[config.mk]
export PLATFORM = sky130hd
export DESIGN_NAME = ppp_cfg
export DESIGN_NICKNAME = d
export VERILOG_FILES = /design/src/sv/ppp_pkg.sv /design/src/sv/ppp_cfg.sv
export SDC_FILE = /design/constraint.sdc
export NUM_CORES = 1
export LEC_CHECK = 0
export BUFFER_PORTS_ARGS = -buffer_cell sky130_fd_sc_hd__clkbuf_2
export CAP_MARGIN = 40
export CORE_MARGIN = 4
export CORE_UTILIZATION = 25
export DETAILED_ROUTE_END_ITERATION = 8
export HOLD_SLACK_MARGIN = 0.15
export PLACE_DENSITY = 0.45
export SYNTH_ARGS = -nofsm -noshare
export SYNTH_HDL_FRONTEND = slang
export SYNTH_SLANG_ARGS = --single-unit
[constraint.sdc]
create_clock -name clk -period 4.07 [get_ports clk]
set_input_delay 1.0175 -clock clk [delete_from_list [all_inputs] [get_ports clk]]
set_output_delay 1.0175 -clock clk [all_outputs]
set_load 0.005 [all_outputs]
[src/sv/ppp_pkg.sv]
`timescale 1ns / 1ps
package ppp_pkg;

    localparam int CoordW  = 32;
    localparam int CompW   = 16;
    localparam int NumW    = 51;
    localparam int NumMagW = 48;
    localparam int DenW    = 34;
    localparam int DenMagW = 32;
    localparam int ProdW   = 63;
    localparam int QuoW    = 41;
    localparam int HeadW   = ProdW - QuoW;
    localparam int SumW    = 43;
    localparam int AddrW   = 5;
    localparam int DataW   = 32;

    typedef enum logic [2:0] {
        REG_NORMAL_X     = 3'd0,
        REG_NORMAL_Y     = 3'd1,
        REG_NORMAL_Z     = 3'd2,
        REG_PLANE_OFFSET = 3'd3,
        REG_DIR_X        = 3'd4,
        REG_DIR_Y        = 3'd5,
        REG_DIR_Z        = 3'd6,
        REG_ALONG_NORMAL = 3'd7
    } reg_idx_t;

    typedef struct packed {
        logic signed [CompW-1:0]  normal_x;
        logic signed [CompW-1:0]  normal_y;
        logic signed [CompW-1:0]  normal_z;
        logic signed [CoordW-1:0] plane_offset;
        logic signed [CompW-1:0]  dir_x;
        logic signed [CompW-1:0]  dir_y;
        logic signed [CompW-1:0]  dir_z;
        logic                     along_normal;
    } cfg_t;

    // one division lane: partial remainder, dividend bits still to shift in
    typedef struct packed {
        logic [DenMagW-1:0] rem;
        logic [QuoW-1:0]    dvd;
        logic [QuoW-1:0]    quo;
        logic               ovf;
    } lane_t;

    typedef struct packed {
        logic                          valid;
        logic                          par;
        logic [2:0]                    neg;
        logic [DenMagW-1:0]            den;
        logic [2:0][CoordW-1:0]        pt;
        lane_t [2:0]                   lane;
    } stage_t;

    typedef struct packed {
        logic [CoordW-1:0] x;
        logic [CoordW-1:0] y;
        logic [CoordW-1:0] z;
        logic              par;
        logic              sat;
    } res_t;

endpackage

[src/sv/ppp_cfg.sv]
`timescale 1ns / 1ps
module ppp_cfg (
    input  logic                      clk,
    input  logic                      rst_n,
    input  logic                      psel,
    input  logic                      penable,
    input  logic                      pwrite,
    input  logic [ppp_pkg::AddrW-1:0] paddr,
    input  logic [ppp_pkg::DataW-1:0] pwdata,
    output logic [ppp_pkg::DataW-1:0] prdata,
    output logic                      pready,
    output ppp_pkg::cfg_t             cfg
);
    import ppp_pkg::*;

    cfg_t     cfg_reg;
    reg_idx_t idx;
    logic     wr;

    assign idx    = reg_idx_t'(paddr[AddrW-1:2]);
    assign wr     = psel & penable & pwrite;
    assign pready = 1'b1;
    assign cfg    = cfg_reg;

    always_ff @(posedge clk or negedge rst_n)
    begin
        if (!rst_n)
        begin
            cfg_reg <= '{normal_x: '0, normal_y: '0, normal_z: 16'sd16384,
                         plane_offset: '0, dir_x: '0, dir_y: '0,
                         dir_z: 16'sd16384, along_normal: 1'b0};
        end
        else if (wr)
        begin
            unique case (idx)
                REG_NORMAL_X:     cfg_reg.normal_x     <= pwdata[CompW-1:0];
                REG_NORMAL_Y:     cfg_reg.normal_y     <= pwdata[CompW-1:0];
                REG_NORMAL_Z:     cfg_reg.normal_z     <= pwdata[CompW-1:0];
                REG_PLANE_OFFSET: cfg_reg.plane_offset <= pwdata[CoordW-1:0];
                REG_DIR_X:        cfg_reg.dir_x        <= pwdata[CompW-1:0];
                REG_DIR_Y:        cfg_reg.dir_y        <= pwdata[CompW-1:0];
                REG_DIR_Z:        cfg_reg.dir_z        <= pwdata[CompW-1:0];
                REG_ALONG_NORMAL: cfg_reg.along_normal <= pwdata[0];
                default:          ;
            endcase
        end
    end

    always_comb
    begin
        unique case (idx)
            REG_NORMAL_X:     prdata = DataW'(unsigned'(cfg_reg.normal_x));
            REG_NORMAL_Y:     prdata = DataW'(unsigned'(cfg_reg.normal_y));
            REG_NORMAL_Z:     prdata = DataW'(unsigned'(cfg_reg.normal_z));
            REG_PLANE_OFFSET: prdata = DataW'(unsigned'(cfg_reg.plane_offset));
            REG_DIR_X:        prdata = DataW'(unsigned'(cfg_reg.dir_x));
            REG_DIR_Y:        prdata = DataW'(unsigned'(cfg_reg.dir_y));
            REG_DIR_Z:        prdata = DataW'(unsigned'(cfg_reg.dir_z));
            REG_ALONG_NORMAL: prdata = DataW'(cfg_reg.along_normal);
            default:          prdata = '0;
        endcase
    end
endmodule

# Word level (Yosys, flattened, before mapping)
# Index checks and enable logic that the tools add are counted.
dict set report totals {
  inputBits 42
  output_inout_bits 162
  elab_cells 27
  register_bits 129
}
dict set report op_classes {
  eq_ne 7
  bitwise_logic 2
  muxes 1
  reduce_logical 9
}
# cell count
set ops {}
lappend ops {{case mux 32 bit (8 select lines)} 1}
lappend ops {{AND reduction 2 bit} 8}
lappend ops {{equality test 3 bit, second input constant} 4}
lappend ops {{equality test 3 x 2 -> 1 bit, second input constant} 2}
lappend ops {{equality test 3 x 1 -> 1 bit, second input constant} 1}
lappend ops {{zero test 3 bit} 1}
lappend ops {{bitwise AND 1 bit} 2}

# Depth between registers and ports, before layout
dict set report depth {
  word_depth 3
  mapped_depth 6
  mapped_depth_nobuf 3
}

# Worst setup path after synthesis
# No wires, ideal clock.
dict set report synth_timing {
  kind {input to output}
  startpoint {in paddr[3] (netlist name)}
  endpoint {out prdata[13] (netlist name)}
  required_ns 3.053
  setup_slack_ns 0.914
  path_buffers 3
  t_arrival_ns 2.138
  path_stages 6
  path_cell_list {buf_2 buf_2 buf_2 nor2_1 a22oi_1 a31oi_1}
}
dict set report synth_between {
  elab_chain_len 2
  elab_cells_between_ends 9
  cone_classes {eq/ne: 7; mux: 1; reduce/logical: 1}
}
# element line
set synth_lines {}
lappend synth_lines {{from (decl)} ppp_cfg.sv:8} ;# input logic [ppp_pkg::AddrW-1:0] paddr,
lappend synth_lines {{equality test 3 bit (tied with other cells)} ppp_cfg.sv:51} ;# unique case (idx)
lappend synth_lines {{case mux 32 bit (8 select lines) (*)} ppp_cfg.sv:51}
lappend synth_lines {{to (decl)} ppp_cfg.sv:10} ;# output logic [ppp_pkg::DataW-1:0] prdata,
# Mark *: on every way between the ends. The rest lies on a longest branch, timed or not.

# Worst setup path after layout
dict set report layout_timing {
  startpoint {in paddr[3] (netlist name)}
  endpoint {out prdata[15] (netlist name)}
}
# The elaborated chain is that of the path after synthesis.

==> impl_metrics.csv <==
group,metric,value,unit
logic_synthesis,synth_area_leaders,"dfrtp_1 53%, mux2_2 22%, mux4_2 2.7%, mux2_4 2.3%, mux2i_1 2.0%",
timing,worst_clock_skew,0,ns
clock_network,htreeDepth,4,
timing,clock.fmax,280.0,MHz
clock_network,postCtsSetupRepairBufs,0,
clock_network,worstSkewPairLatency,0.41,ns
timing,hold_violations,0,
worst_hold_path,min_path_type,"reg -> reg",
drt,via_per_inst,4.558,
pwr,power.switching,1106,µW
pwr,report.power.total,4056,µW
pwr,p_leak,0.003940,µW
clock_network,cts_root_buffer,"clkbuf_16",
pwr,p_per_area,509.0,mW/mm²
worst_hold_path,hp-start,"cfg[69]$_DFFE_PN0P_",
drt,antenna_left,0,
global_route,grt_pass1_wl,30.02,mm
floorplanning,start_util,25.38,%
logic_synthesis,synth.cell_area,0.005941,mm²
critical_path,cp.required,3.05,ns
global_route,grt_overflow,0,
critical_path,worstPathArrival,2.55,ns
logic_synthesis,synth_cell_type_count,37,
worst_hold_path,hold_path_end,"cfg[69]$_DFFE_PN0P_",
critical_path,startpoint,"paddr[3]",
drt,drt_iter0_drc,137,
pwr,pwr-share-seq,43.0,%
critical_path,rr_startpoint,"cfg[102]$_DFFE_PN0P_",
critical_path,critPathLaunchType,"input pin",
clock_network,holdBufCountCts,0,
global_route,grt_pass1_vias,4858,
placement,dp.cells,942,
logic_synthesis,synth_edf_count,0,
clock_network,cts_tree,"built",
finish,n_antenna_cell,0,
placement,postPlaceCellArea,0.007407,mm²
clock_network,clock_sinks,129,
timing,setup_tns,0,ns
floorplanning,die_y,162.2,µm
logic_synthesis,synth_cells,432,
logic_synthesis,synth_ff_type,"dfrtp_1",
critical_path,r2r_cells,1,
timing,drv_slew,0,
timing,final.period_utilization,87.73,%
finish,areaGrowthSynthToFinish,34.12,%
finish,drive_gt1_share,59.66,%
logic_synthesis,synth-seq-cells,129,
logic_synthesis,yosysMostFrequentCell,"dfrtp_1",
logic_synthesis,ys_seq_area_share,54.38,%
drt,drt_pass1_iterations,4,
global_route,grt_max_degree,74,
timing,setup_viol,0,
drt,wl_per_cell,20.35,µm
drt,drc,0,
pwr,pwr-share-clk,36.5,%
critical_path,cp-end-kind,"output port",
timing,max_slew_margin,46.62,%
floorplanning,rows,56,
global_route,antenna_found_initial,0,
critical_path,path_max_fanout,17,
pwr,p_int,2950,µW
worst_hold_path,whs_path_depth,1,
logic_synthesis,synth_top_cell_by_area,"dfrtp_1",
critical_path,rrSetupSlack,3.27,ns
floorplanning,core,0.02340,mm²
run,maxCapViolCount,0,
critical_path,r2r-end,"cfg[102]$_DFFE_PN0P_",
logic_synthesis,synthArstFlopShare,100.0,%
clock_network,cts_buffers,17,
critical_path,path_class,"in -> out",
placement,gp_congestion,0.7554,
pwr,ir_drop,0.0002163,V
global_route,grt_use_total,15.21,%
timing,worst_pin_slew,0.7988,ns
logic_synthesis,synth-warning-count,0,
clock_network,cts_resized,0,
placement,dp_hpwl,13.75,mm
logic_synthesis,synth_area_per_cell,13.75,µm²
run_status,status,"completed",
drt,vias,4426,
floorplanning,ios,204,
logic_synthesis,synth_nets,474,
finish,nNetsFinal,684,
timing,rsz0062_at_grt,"no",
pwr,pwr-share-comb,20.4,%
placement,io_buffers,200,
logic_synthesis,netlist.area_leader.share,53.50,%
finish,num-fill-cells,2406,
floorplanning,die_area,0.02629,mm²
finish,utilization,34.05,%
finish,design_area,0.007968,mm²
clock_network,clk_pin_slew,0.06,ns
finish,largest_reg_flops,129,
floorplanning,die_width,162.2,µm
clock_network,cts.path.max_buffers,2,
pwr,swShare,27.27,%
timing,fin_crit,3.571,ns
finish,finalNonFillerCells,971,
logic_synthesis,synthTopCellsByCount,"127 x dfrtp_1, 117 x mux2_2, 19 x nor2_1",
drt,wirelength,19.76,mm
area by class of cell:
| class | count | area, µm² | share of cell area (%) |
|---|---|---|---|
| clock buffers | 23 | 478.0 | 5.999 |
| clock inverters | 6 | 82.58 | 1.036 |
| inverters | 8 | 30.03 | 0.3769 |
| multi-input cells | 265 | 2557 | 32.10 |
| flip-flops and latches | 129 | 3231 | 40.55 |
| well taps | 319 | 399.1 | 5.009 |
| repair buffers | 221 | 1190 | 14.93 |
metrics by stage:
stage / hold slack [ns] / setup WS, ns
after floorplan: 0.4970 / 0.9142
after global placement: 0.4821 / 0.5087
after detailed placement: 0.5043 / 0.4766
after CTS: 0.5169 / 0.4766
after global routing: 0.5397 / 0.4184
final: 0.5122 / 0.4992
how the worst max path moves through the flow:
stage	end	slack, ns	cells past startpoint
2_1_floorplan	prdata[13]	0.91	6
3_3_place_gp	prdata[15]	0.51	5
3_5_place_dp	prdata[15]	0.48	5
4_1_cts	prdata[15]	0.48	5
5_1_grt	prdata[5]	0.42	5
6_report	prdata[15]	0.50	5
routing by layer:
metal / routed length, µm / part of all wire [%] / vias to the layer above / track usage (%)
met5: 0 / 0 / - / 0
met4: 299 / 1.5 / 0 / 4.383
met3: 1210 / 6.1 / 22 / 4.846
met2: 9748 / 49 / 142 / 25.68
met1: 8502 / 43 / 2271 / 18.73
li1: - / - / 1991 / -
cells by family (layout without fill, tap and decap cells):
kind of cell / Yosys count / in the layout / share of synthesized area (%)
muxes: 148 / 148 / 29.70
DFF: 129 / 129 / 54.38
and+or+nand+nor: 74 / 74 / 7.519
AOI/OAI and AO/OA: 42 / 42 / 5.392
buffers and inverters: 38 / 258 / 2.949
other: 1 / 1 / 0.06312
power by group through the flow:
| stage | logic (µW) | registers [µW] | clock network [µW] |
|---|---|---|---|
| global route | 916 | 1790 | 1600 |
| detailed placement | 848 | 1770 | 0 |
| finish | 828 | 1750 | 1480 |
| CTS | 850 | 1750 | 1530 |
| floorplan | 376 | 1740 | 0 |
| global placement | 839 | 1750 | 0 |
cells in the final DEF (no fill, tap or decap), types with 2 or more instances in the layout:
cell,synthesis,routed
clkbuf_2,0,199
dfrtp_1,127,127
mux2_2,117,117
buf_4,1,19
nor2_1,19,17
clkbuf_16,0,17
and2_1,16,16
mux2i_1,12,12
a31oi_1,10,10
mux2_4,9,9
inv_1,8,8
a221o_1,8,8
nand2b_1,7,7
mux4_2,7,7
a21oi_1,7,7
a2bb2oi_1,6,6
nand2_1,6,6
a22oi_1,5,5
and4b_1,5,5
or3_1,3,3
nand3_1,3,3
nand4b_1,3,3
a41oi_1,3,3
nor3b_1,3,3
mux2_1,3,3
nor2_4,0,3
clkinv_2,0,3
clkbuf_1,9,3
clkbuf_8,0,3
nor2b_1,3,2
nor2_2,3,2
dfstp_2,2,2
bufinv_16,0,2
buf_12,0,2
worst max-delay path, cell delays in order:
cell and delay (ns):
clkbuf_2 0.40, nor2b_1 0.30, a221o_1 0.41, a41oi_1 0.25, clkbuf_2 0.16
Power figures use the tool's default switching activity.
