File: config.mk
export PLATFORM = sky130hd
export DESIGN_NAME = ppp_div_cell
export DESIGN_NICKNAME = d
export VERILOG_FILES = /design/src/sv/ppp_pkg.sv /design/src/sv/ppp_div_cell.sv
export SDC_FILE = /design/constraint.sdc
export NUM_CORES = 1
export LEC_CHECK = 0
export BUFFER_PORTS_ARGS = -buffer_cell sky130_fd_sc_hd__buf_4
export CORE_AREA = 5 5 369 371
export DETAILED_ROUTE_END_ITERATION = 12
export DIE_AREA = 0 0 374 376
export GPL_ROUTABILITY_DRIVEN = 0
export HOLD_SLACK_MARGIN = 0.02
export PLACE_DENSITY = 0.41
export SLEW_MARGIN = 30
export SYNTH_ARGS = -nofsm -noshare
export SYNTH_HDL_FRONTEND = slang
export SYNTH_SLANG_ARGS = --single-unit
File: constraint.sdc
create_clock -name clk -period 0.8 [get_ports clk]
set_input_delay 0.16 -clock clk [delete_from_list [all_inputs] [get_ports clk]]
set_output_delay 0.16 -clock clk [all_outputs]
set_load 0.01 [all_outputs]
File: src/sv/ppp_pkg.sv
`timescale 1ns / 1ps
package ppp_pkg;

    localparam int CoordW  = 32;
    localparam int CompW   = 16;
    localparam int NumW    = 51;
    localparam int NumMagW = 48;
    localparam int DenW    = 34;
    localparam int DenMagW = 32;
    localparam int ProdW   = 63;
    localparam int QuoW    = 41;
    localparam int HeadW   = ProdW - QuoW;
    localparam int SumW    = 43;
    localparam int AddrW   = 5;
    localparam int DataW   = 32;

    typedef enum logic [2:0] {
        REG_NORMAL_X     = 3'd0,
        REG_NORMAL_Y     = 3'd1,
        REG_NORMAL_Z     = 3'd2,
        REG_PLANE_OFFSET = 3'd3,
        REG_DIR_X        = 3'd4,
        REG_DIR_Y        = 3'd5,
        REG_DIR_Z        = 3'd6,
        REG_ALONG_NORMAL = 3'd7
    } reg_idx_t;

    typedef struct packed {
        logic signed [CompW-1:0]  normal_x;
        logic signed [CompW-1:0]  normal_y;
        logic signed [CompW-1:0]  normal_z;
        logic signed [CoordW-1:0] plane_offset;
        logic signed [CompW-1:0]  dir_x;
        logic signed [CompW-1:0]  dir_y;
        logic signed [CompW-1:0]  dir_z;
        logic                     along_normal;
    } cfg_t;

    // one division lane: partial remainder, dividend bits still to shift in
    typedef struct packed {
        logic [DenMagW-1:0] rem;
        logic [QuoW-1:0]    dvd;
        logic [QuoW-1:0]    quo;
        logic               ovf;
    } lane_t;

    typedef struct packed {
        logic                          valid;
        logic                          par;
        logic [2:0]                    neg;
        logic [DenMagW-1:0]            den;
        logic [2:0][CoordW-1:0]        pt;
        lane_t [2:0]                   lane;
    } stage_t;

    typedef struct packed {
        logic [CoordW-1:0] x;
        logic [CoordW-1:0] y;
        logic [CoordW-1:0] z;
        logic              par;
        logic              sat;
    } res_t;

endpackage

File: src/sv/ppp_div_cell.sv
`timescale 1ns / 1ps
module ppp_div_cell (
    input  logic            clk,
    input  logic            rst_n,
    input  logic            en,
    input  ppp_pkg::stage_t d,
    output ppp_pkg::stage_t q
);
    import ppp_pkg::*;

    stage_t q_reg;
    stage_t q_next;
    logic [DenMagW:0] trial [3];
    logic [DenMagW:0] diff  [3];
    logic             ge    [3];

    // one restoring quotient bit per lane: shift in, compare, subtract
    always_comb
    begin
        q_next = d;
        for (int i = 0; i < 3; i++)
        begin
            trial[i] = {d.lane[i].rem, d.lane[i].dvd[QuoW-1]};
            diff[i]  = trial[i] - {1'b0, d.den};
            ge[i]    = trial[i] >= {1'b0, d.den};
            q_next.lane[i].rem = ge[i] ? diff[i][DenMagW-1:0] : trial[i][DenMagW-1:0];
            q_next.lane[i].dvd = {d.lane[i].dvd[QuoW-2:0], 1'b0};
            q_next.lane[i].quo = {d.lane[i].quo[QuoW-2:0], ge[i]};
        end
    end

    always_ff @(posedge clk or negedge rst_n)
    begin
        if (!rst_n)
            q_reg <= '0;
        else if (en)
            q_reg <= q_next;
    end

    assign q = q_reg;
endmodule

## Yosys cells after proc, flatten, opt, wreduce, memory -nomap -nowiden

Cells that the tools add are included.
Widths: inputs -> output; s select.

- Add/sub/neg operators: 3
- Order comparisons: 3
- Mux-type cells: 3

Operator list:

| operator | count |
|---|---|
| $ge 33x32->1 | 3 |
| $mux 32 | 3 |
| $sub 32x32->32 | 3 |

- Register bits: 475
- Bits of input ports: 481
- Word-level logic and storage cells: 28

## Longest topological paths before layout

Gate-level depths: netlist (run 1).

- Depth in word-level cells: 2
- Mapped depth: 14
- Gate-level depth less buffers: 12

## Least setup slack after synthesis (run 1)

Ideal clock, no wire load.

- Path type: input-to-reg
- Start point: input d[447] (netlist bit)
- End point: register q_reg, in the netlist q[100]
- Setup time: 0.137 ns
- Arrival: 2.553 ns
- Required time: 0.663 ns
- Setup slack: -1.890 ns
- Stages: 14
- Buffers on the path: 3
- Cells stage by stage: inv_1 ha_1 buf_6 a21o_1 or3_1 o21ai_2 and3_4 o31ai_4 a2111oi_2 o21a_1 buf_6 buf_12 mux2i_1 a21oi_1

- Word-level cells in the longest chain between the ends: 2
- Elaborated cells between the ends (all ways): 3
- Classes of those cells: add/sub (1); order compare (1); mux (1)

RTL lines:

| item | RTL line | source |
|---|---|---|
| start, declared | ppp_div_cell.sv:6 | `input ppp_pkg::stage_t d,` |
| $sub 32x32->32 / $ge 33x32->1 (equally long branches) | ppp_div_cell.sv:24, ppp_div_cell.sv:25 |  |
| $mux 32 (*) | ppp_div_cell.sv:26 | `q_next.lane[i].rem = ge[i] ? diff[i][DenMagW-1:0] : trial[i][DenMagW-1:0];` |
| end signal, assigned | ppp_div_cell.sv:37 | `q_reg <= q_next;` |
| end, declared | ppp_div_cell.sv:11 | `stage_t q_reg;` |

Every way passes the cells marked *; elsewhere a longest branch is shown, timed or not.
A chain may end at the register's enable or synchronous reset.

## Worst setup path after layout (run 1)

- Start point: input d[450] (netlist bit)
- End point: register q_reg, in the netlist q[83]

- Word-level cells in the longest chain between the ends: 2

RTL lines:

| item | RTL line | source |
|---|---|---|
| $ge 33x32->1 | ppp_div_cell.sv:25 | `ge[i] = trial[i] >= {1'b0, d.den};` |
| $mux 32 | ppp_div_cell.sv:26 |  |

Every way passes these cells.

==> flow_summary.toml, run 1 <==
[synth]
syn_area_um2 = 23800
synth-seq-cells = 475
synth_ff_type = "dfrtp_1"
yosys-top-cells-area = "dfrtp_1, mux2_2, ha_1"
ys_async_sr_fraction_pct = 100
yosys.area_share.simple_pct = 7.71
synthMuxAreaShare_pct = 20.5
yosysSeqAreaShare_pct = 50.0
syn-mean-instance-area_um2 = 11.6
ys_types = 71
synth_compound_area_share_pct = 10.9
synth_edf_count = 0
syn_inst = 2058
synth_fa_ha_area_share_pct = 5.30
synth_top_family_by_area = "multiplexers"
synth_top_area_share_pct = 50.0
synth_xor_area_share_pct = 2.69
yosysTopAreaCell = "dfrtp_1"
yosysWarnings = 0

[sta]
rsz0062_at_grt = "yes"
setup_violations = 614
fin_crit_sh_pct = 286
period_needed_ns = 2.29
hold_violations = 0
slew_violations = 0
fin_ws_ns = -1.49
fmax_mhz = 437
skew_ns = 0

[detailed_routing]
vias_per_cell = 4.08
drc = 0
first_iter_violations = 1020
drt_pass1_iterations = 4
dr_total_vias = 23900
totalWireLength_um = 134000
avgRoutedWirePerCell_um = 22.9
postRouteAntennaNets = 0

[critical_path]
critical_path_class = "primary input to flip-flop"
cp.depth = 17
max_stage_delay_ns = 0.27
crit_path_max_fanout = 6
reg2reg_depth = 3
path_cells = "buf_6 > clkinvlp_4 > buf_12 > ha_4 > nand3_4 > buf_4 > nor4_4 > buf_4 > nand2_1 > nor4_4 > buf_4 > a2111oi_2 > o21a_2 > buf_12 > buf_4 > or2_1 > a31oi_1"
worst-r2r-setup-slack_ns = -0.19
critical-path-top-delay-family = "buffers and inverters"
crit_required_ns = 1.39
r2r_start = "q[113]"
endpoint = "q[83]"
cp.arrival_ns = 2.88
critPathSlowestCell = "ha_4"
startpoint = "d[450]"
r2r-end = "q[113]"
end_kind = "flip-flop"
cp_common_cell = "buf_4"
cp-start-kind = "primary input"
cp_num_buf_inv = 8

[floorplanning]
ios = 959
start_util_pct = 17.9
die_h_um = 376
coreArea_um2 = 133000
dieArea_um2 = 141000
rows = 134
die_w_um = 374

[place]
port_buffers = 952
dp_hpwl_um = 108000
place_area_um2 = 38400

[grt]
grt_use_total_pct = 18.1
grt_pass1_vias = 25400
antenna_found_initial = 29
grt_max_degree = 52
grt_pass1_wl_um = 188000
grt_overflow = 0

[cts]
cts.sinks = 475
clk_latency_ns = 0.65
cts_tree = "built"
root_buffer = "clkbuf_16"
clk_pin_slew_ns = 0.06
htreeDepth = 2
cts_buffer_depth = 3
cts_buffers = 60

[cells_and_area]
fillers = 13300
drive_gt1_share_pct = 54.9
largest_register_ffs = 475
final_cell_mix = "buf_4, dlygate4sd3_1, dfrtp_1, mux2_4, buf_6"
finish.instance_area_um2 = 48000
areaGrowthSynthToFinish_pct = 102
nets = 4606
final_common_cell = "buf_4"

[power]
p_per_area_nw_per_um2 = 1840
vdd_ir_drop_max_mv = 1.99
cellLeakagePower_nw = 22.6
p_total_mw = 88.2

[run_status]
status = "complete, but fails checks"
violations = "negative setup slack"

[flow_run]
cap_violations = 0

[min_path]
hold_path.class = "primary input to flip-flop"
-- through the flow --
stage | hold slack (ns) | TNS, ns | util (%) | setup slack [ns] | cells
after floorplan | -0.136 | -259.29 | - | -1.78 | 2060
after global placement | 0.124 | -377.69 | 28.9 | -2.30 | 5167
after detailed placement | 0.122 | -380.37 | 28.9 | -2.44 | 5167
after CTS | -0.298 | -427.36 | 35.0 | -1.40 | 5785
after global routing | 0.00226 | -442.01 | 36.2 | -1.53 | 5847
final | 0.0235 | -400.07 | 36.2 | -1.49 | 5854
-- layout make-up --
class	instances	area (µm²)	share of cell area, %
antenna	10	25.0	0.0521
clock buffer	89	1770	3.69
clock inverter	23	354	0.738
inverter	57	282	0.587
multi-input combinational	1419	13600	28.4
sequential	475	11900	24.8
tap	1768	2210	4.61
timing repair buffer	2013	17800	37.2
-- synth_stat cells (all sizes together), types with 4 or more instances --
cell type and count:
a2111oi 5, a211o 5, or4 4, nand4b 5
inv 57, nor3 20, or3 6, o31ai 6
nand3 23, ha 96, xnor2 40, mux2i 61
o21a 16, nor4 6, nand2 95, a311oi 4
xor2 33, clkbuf 91, nand4 21, and2 5
mux2 378, and3 7, or2 7, o211ai 9
a21o 47, dfrtp 475, nand2b 8, a21oi 166
o31a 7, a211oi 10, nor2 147, nor2b 30
a21boi 5, a31oi 37, o21bai 11, buf 18
o21ai 64
-- worst reg2reg max path, stage by stage (launching register included) --
cell and delay, ns:
dfrtp_1 0.42, nor2b_1 0.16, a31oi_1 0.18, nand3_1 0.11
-- cells by family (layout without fill, tap and decap cells) --
kind of cell	Yosys count	in the layout
flops	475	475
mux	439	439
compound gates	414	414
simple gates	391	391
buf+inv	166	2182
fa+ha+maj	99	99
xor+xnor	73	73
other cells	1	13
-- what timing repair did --
action | 4_1_cts | 5_1_grt
cloned | 2 | 2
pin swaps | 63 | 78
endpoints found under the setup margin | 586 | 602
buffers inserted | 33 | 58
gates resized for setup | 181 | 266
hold buffers | 473 | 1
hold endpoints to repair | 947 | 6
-- metal layers --
layer / share of wire (%) / global-route usage (%) / up-vias
met3: 6.9 / 5.56 / 153
met5: 0.10 / 0 / -
met4: 2.7 / 4.18 / 20
met1: 42 / 22.5 / 11700
met2: 48 / 30.8 / 674
li1: - / - / 11300
-- how the worst min path moves through the flow --
stage | from | slack [ns] | cells after the start | to
3_3_place_gp | rst_n | 0.12 | 2 | q[293]
2_1_floorplan | rst_n | -0.14 | 0 | q[0]
3_5_place_dp | rst_n | 0.12 | 2 | q[293]
6_report | d[441] | 0.02 | 4 | q[83]
5_1_grt | rst_n | 0.002 | 3 | q[88]
4_1_cts | d[82] | -0.30 | 3 | q[83]
-- power by group --
group          internal (mW)  switching, mW  total (mW)
registers               26.9           2.01        28.9
logic                   16.7           13.1        29.8
clock network           17.4           12.1        29.5
total                   61.0           27.2        88.2
(Power assumes the default switching activity.)
==> run 2: changes to the inputs <==
--- a/config.mk
+++ b/config.mk
@@ -6,12 +6,13 @@
 export NUM_CORES = 1
 export LEC_CHECK = 0
 export BUFFER_PORTS_ARGS = -buffer_cell sky130_fd_sc_hd__buf_4
-export CORE_AREA = 5 5 369 371
+export CORE_AREA = 5 5 371 373
+export CTS_BUF_LIST = sky130_fd_sc_hd__clkbuf_4 sky130_fd_sc_hd__clkbuf_8
 export DETAILED_ROUTE_END_ITERATION = 12
-export DIE_AREA = 0 0 374 376
+export DIE_AREA = 0 0 376 378
 export GPL_ROUTABILITY_DRIVEN = 0
 export HOLD_SLACK_MARGIN = 0.02
-export PLACE_DENSITY = 0.41
+export PLACE_DENSITY = 0.37
 export SLEW_MARGIN = 30
 export SYNTH_ARGS = -nofsm -noshare
 export SYNTH_HDL_FRONTEND = slang
==> run 2 against run 1 <==
Effect of this change:
- the run ends with negative hold slack, negative setup slack left
- global-route usage rose by 0.50 points
- highest routed layer unchanged
- largest cell class unchanged
- register-to-register slack got worse by 0.05 ns
- worst hold slack got worse by 0.34 ns
- clock-buffer cell count rose by 66
- clock power barely moved
- setup slack improved by 0.18 ns
- die area rose by 1.1%
==> flow_summary.toml, run 2 (synthesis gave the netlist of run 1 again) <==
[detailed_routing]
postRouteAntennaNets = 0
first_iter_violations = 948
totalWireLength_um = 140000
dr_total_vias = 24800
avgRoutedWirePerCell_um = 23.0
vias_per_cell = 4.07
drt_pass1_iterations = 7
drc = 0

[place]
dp_hpwl_um = 111000
place_area_um2 = 38600
port_buffers = 952

[cells_and_area]
fillers = 13400
final_common_cell = "buf_4"
finish.instance_area_um2 = 50600
multiInputGateArea_um2 = 14000
final_cell_mix = "buf_4, dlygate4sd3_1, dfrtp_1, buf_6, mux2_4"
drive_gt1_share_pct = 59.2
largest_register_ffs = 475
seqCellArea_um2 = 11900
areaGrowthSynthToFinish_pct = 113
nets = 4801

[grt]
grt_use_met1_pct = 21.6
grt-busiest-layer = "met2"
grt.met3_usage_pct = 5.88
grt_pass1_vias = 26400
grt_max_degree = 40
antenna_found_initial = 30
grt_use_total_pct = 18.6
grt_pass1_wl_um = 191000
use_met2_pct = 31.8
grt_overflow = 0

[power]
p_per_area_nw_per_um2 = 1790
vdd_ir_drop_max_mv = 1.07
cellLeakagePower_nw = 23.8

[floorplanning]
coreArea_um2 = 134000
die_h_um = 378
ios = 959
dieArea_um2 = 142000
rows = 135
die_w_um = 376
start_util_pct = 17.7

[critical_path]
worst-r2r-setup-slack_ns = -0.24
crit_path_max_fanout = 6
end_kind = "flip-flop"
reg2reg_depth = 3
cp.arrival_ns = 2.81
crit_required_ns = 1.51
cp-start-kind = "primary input"
r2r-end = "q[143]"
critical_path_class = "primary input to flip-flop"
r2r_start = "q[143]"

[sta]
fin_tns_setup_ns = -711.54
whs_ns = -0.319
rsz0062_at_grt = "yes"
slew_violations = 0
hold_violations = 28
max_slew_margin_pct = 54.6
fin_ws_ns = -1.30
fin_crit_sh_pct = 263
skew_ns = 0
fmax_mhz = 475
setup_violations = 1168
worst_slew_pin_slew_ns = 0.679
period_needed_ns = 2.10

[min_path]
hold_start = "d[342]"
worstHoldPathCells = 3
hold_path.class = "primary input to flip-flop"
hold_end = "q[343]"

[cts]
root_buffer = "clkbuf_8"
clk_pin_slew_ns = 0.06
cts_buffers = 98
cts.sinks = 475
cts_tree = "built"
clk_latency_ns = 0.80
cts_buffer_depth = 3
htreeDepth = 3

[run_status]
status = "complete, but fails checks"
violations = "negative hold slack, negative setup slack"

[flow_run]
cap_violations = 0
-- run 2: changes by cell type in the layout (fill, tap and decap cells not counted), sizes merged --
cell	delta
bufinv	-1
buf	+161
dlygate4sd3	-2
clkbuf	+64
clkinvlp	+5
inv	-5
-- run 2: power by group --
part / total [mW] / switching (mW) / internal (mW)
combinational: 31.9 / 13.5 / 18.4
sequential: 29.2 / 2.20 / 27.0
clock: 29.6 / 12.5 / 17.0
total: 90.7 / 28.3 / 62.4
-- run 2: metal layers --
layer | vias up | wire length (µm)
li1 | 11800 | -
met1 | 12000 | 55300
met2 | 772 | 68200
met3 | 225 | 10500
met4 | 20 | 5870
met5 | - | 126
-- run 2: how the worst max path moves through the flow --
stage               endpoint   start  slack (ns)
global placement      q[219]  d[450]       -2.46
finish                 q[83]  d[465]       -1.30
floorplan             q[100]  d[447]       -1.78
CTS                    q[85]  d[456]       -1.12
global route          q[106]  d[463]       -1.33
detailed placement    q[219]  d[450]       -2.46
-- run 2: area by class of cell --
class,instances,area share [%]
inverter,57,0.604
clock inverter,22,0.619
tap,1781,4.41
sequential,475,23.5
multi-input combinational,1419,27.8
antenna,10,0.0495
clock buffer,155,3.81
timing repair buffer,2170,39.2
-- run 2: timing repair --
action | in CTS | in global routing
pin swaps | 119 | 68
gates resized for setup | 476 | 281
endpoints found under the setup margin | 577 | 1106
buffers inserted | 100 | 129
hold buffers | 440 | 32
gates cloned | 7 | 1
endpoints found under the hold margin | 950 | 103
-- run 2: stage by stage --
stage / total power [mW] / std cells / setup slack [ns] / hold slack, ns / util [%]
final: 90.7 / 6089 / -1.30 / -0.319 / 37.7
after global routing: 95.4 / 6083 / -1.33 / -0.408 / 37.6
after CTS: 90.2 / 5930 / -1.12 / -0.512 / 35.9
after detailed placement: 54.2 / 5211 / -2.46 / -0.0193 / 28.7
after global placement: 54.3 / 5211 / -2.46 / -0.0157 / 28.7
after floorplan: 39.6 / 2060 / -1.78 / -0.136 / -
-- run 2: critical path, stage by stage --
cell and delay [ns]:
buf_6 0.08, clkinvlp_4 0.19, ha_4 0.35, buf_6 0.09, nand4_1 0.13, nor2_2 0.15, o21a_1 0.19, nor3_4 0.06
o31ai_4 0.32, a2111oi_4 0.12, o21a_4 0.25, buf_12 0.14, buf_16 0.14, or2_1 0.22, a31oi_1 0.19
==> run 3: changes to the inputs <==
--- a/config.mk
+++ b/config.mk
@@ -12,7 +12,7 @@
 export DIE_AREA = 0 0 376 378
 export GPL_ROUTABILITY_DRIVEN = 0
 export HOLD_SLACK_MARGIN = 0.02
-export PLACE_DENSITY = 0.37
+export PLACE_DENSITY = 0.47
 export SLEW_MARGIN = 30
 export SYNTH_ARGS = -nofsm -noshare
 export SYNTH_HDL_FRONTEND = slang
==> run 3 against run 2 <==
Effect of this change:
- the flow still finishes with violations (negative hold slack, negative setup slack)
- first-iteration DRC count up 8.4%
- largest power group unchanged
- via count up 0.51%
- core utilization down 0.69 points
- non-clock buffer count down 71
- highest routed layer unchanged
- combinational power down 2%
- total power down 1.2%
- critical path depth unchanged
- worst hold slack worse by 0.019 ns
- die area unchanged
- setup slack worse by 0.047 ns
==> flow_summary.toml, run 3 (synthesis gave the netlist of run 1 again) <==
[grt]
grt_pass1_wl_um = 189000
antenna_found_initial = 33
grt_pass1_vias = 25900
grt_max_degree = 40
grt_use_total_pct = 18.2
grt_overflow = 0

[sta]
fin_ws_ns = -1.35
worst_slew_pin_slew_ns = 0.587
hold_violations = 13
slew_violations = 0
whs_ns = -0.338
fin_crit_sh_pct = 269
max_slew_margin_pct = 60.7
setup_violations = 1200
fmax_mhz = 465
period_needed_ns = 2.15
skew_ns = 0
rsz0062_at_grt = "yes"

[detailed_routing]
vias_per_cell = 4.14
postRouteAntennaNets = 0
first_iter_violations = 1028
avgRoutedWirePerCell_um = 23.1
drc = 0
dr_total_vias = 24900
totalWireLength_um = 139000
drt_pass1_iterations = 5

[floorplanning]
die_h_um = 378
dieArea_um2 = 142000
rows = 135
coreArea_um2 = 134000
ios = 959
start_util_pct = 17.7
die_w_um = 376

[cts]
cts_buffer_depth = 3
cts_tree = "built"
clk_pin_slew_ns = 0.06
cts_buffers = 94
clk_latency_ns = 0.79
htreeDepth = 3
root_buffer = "clkbuf_8"
cts.sinks = 475

[power]
p_per_area_nw_per_um2 = 1800
cellLeakagePower_nw = 23.4
vdd_ir_drop_max_mv = 1.10

[critical_path]
worst-r2r-setup-slack_ns = -0.22
end_kind = "flip-flop"
crit_required_ns = 1.50
cp.arrival_ns = 2.85
startpoint = "d[450]"
r2r_start = "q[33]"
critical_path_class = "primary input to flip-flop"
crit_path_max_fanout = 8
cp-start-kind = "primary input"
r2r-end = "q[33]"
reg2reg_depth = 3

[cells_and_area]
final_cell_mix = "buf_4, dlygate4sd3_1, dfrtp_1, buf_6, mux2_4"
final_common_cell = "buf_4"
drive_gt1_share_pct = 57.4
finish.instance_area_um2 = 49600
finalNonFillerCells = 6009
nets = 4727
largest_register_ffs = 475
areaGrowthSynthToFinish_pct = 109

[run_status]
status = "complete, but fails checks"
violations = "negative hold slack, negative setup slack"

[min_path]
hold_start = "d[226]"
worstHoldPathCells = 3
hold_end = "q[227]"
hold_path.class = "primary input to flip-flop"

[place]
dp_hpwl_um = 109000
dp.cells = 5158
place_area_um2 = 38100
port_buffers = 952

[flow_run]
cap_violations = 0
[run 3: changes by cell type in the layout (fill, tap and decap cells not counted), sizes merged, moves of 3 or more]
| cell | delta |
|---|---|
| diode | -4 |
| buf | -79 |
| dlygate4sd3 | +8 |
| clkinvlp | -3 |
| clkinv | +8 |
| clkbuf | -14 |
[run 3: layer usage]
metal	routed length [µm]	track usage, %	vias to the layer above	part of all wire (%)
met3	11300	5.93	198	8.2
met1	56200	22.1	12300	41
li1	-	-	11600	-
met5	164	0	-	0.12
met2	66800	30.9	810	48
met4	4250	5.19	28	3.1
[run 3: final cells by class]
class	instances	area, µm²
Fill cell	13100	84700
Sequential cell	475	11900
Clock inverter	30	369
Inverter	57	297
Antenna cell	6	15.0
Multi-Input combinational cell	1420	13900
Timing Repair Buffer	2099	19200
Tap cell	1781	2230
Clock buffer	141	1800
[run 3: repair_timing]
item | in CTS | in global routing
hold endpoints to repair | 950 | 65
pin swaps | 108 | 100
buffers inserted | 70 | 133
gates cloned | 9 | 0
setup endpoints to repair | 585 | 1140
hold buffers | 447 | 34
resized for setup | 388 | 337
[run 3: worst max path at each step]
stage	slack, ns	to	cells past startpoint
6_report	-1.35	q[83]	15
5_1_grt	-1.37	q[113]	14
4_1_cts	-1.20	q[83]	15
3_5_place_dp	-2.33	q[83]	15
3_3_place_gp	-2.29	q[113]	14
2_1_floorplan	-1.78	q[100]	14
[run 3: per-stage QoR]
stage / util, % / worst slack (ns) / total power, mW / setup TNS [ns]
after global routing: 37.0 / -1.37 / 93.8 / -737.05
final: 37.0 / -1.35 / 89.6 / -657.82
after CTS: 35.1 / -1.20 / 88.1 / -664.88
after detailed placement: 28.4 / -2.33 / 53.9 / -380.22
after floorplan: - / -1.78 / 39.6 / -259.29
after global placement: 28.4 / -2.29 / 53.9 / -376.05
[run 3: critical path, stage by stage]
cell	delay, ns
buf_8	0.07
clkinvlp_4	0.14
buf_6	0.17
ha_4	0.28
nand3_4	0.07
buf_6	0.13
a2111oi_4	0.31
o21ai_4	0.10
and3_4	0.21
o31ai_4	0.25
a2111oi_4	0.12
o21a_4	0.28
buf_12	0.17
or2_1	0.21
a31oi_1	0.16
[run 3: power breakdown]
part	internal [mW]	switching [mW]
Combinational	17.9	13.5
Sequential	26.9	2.34
Clock	16.5	12.3
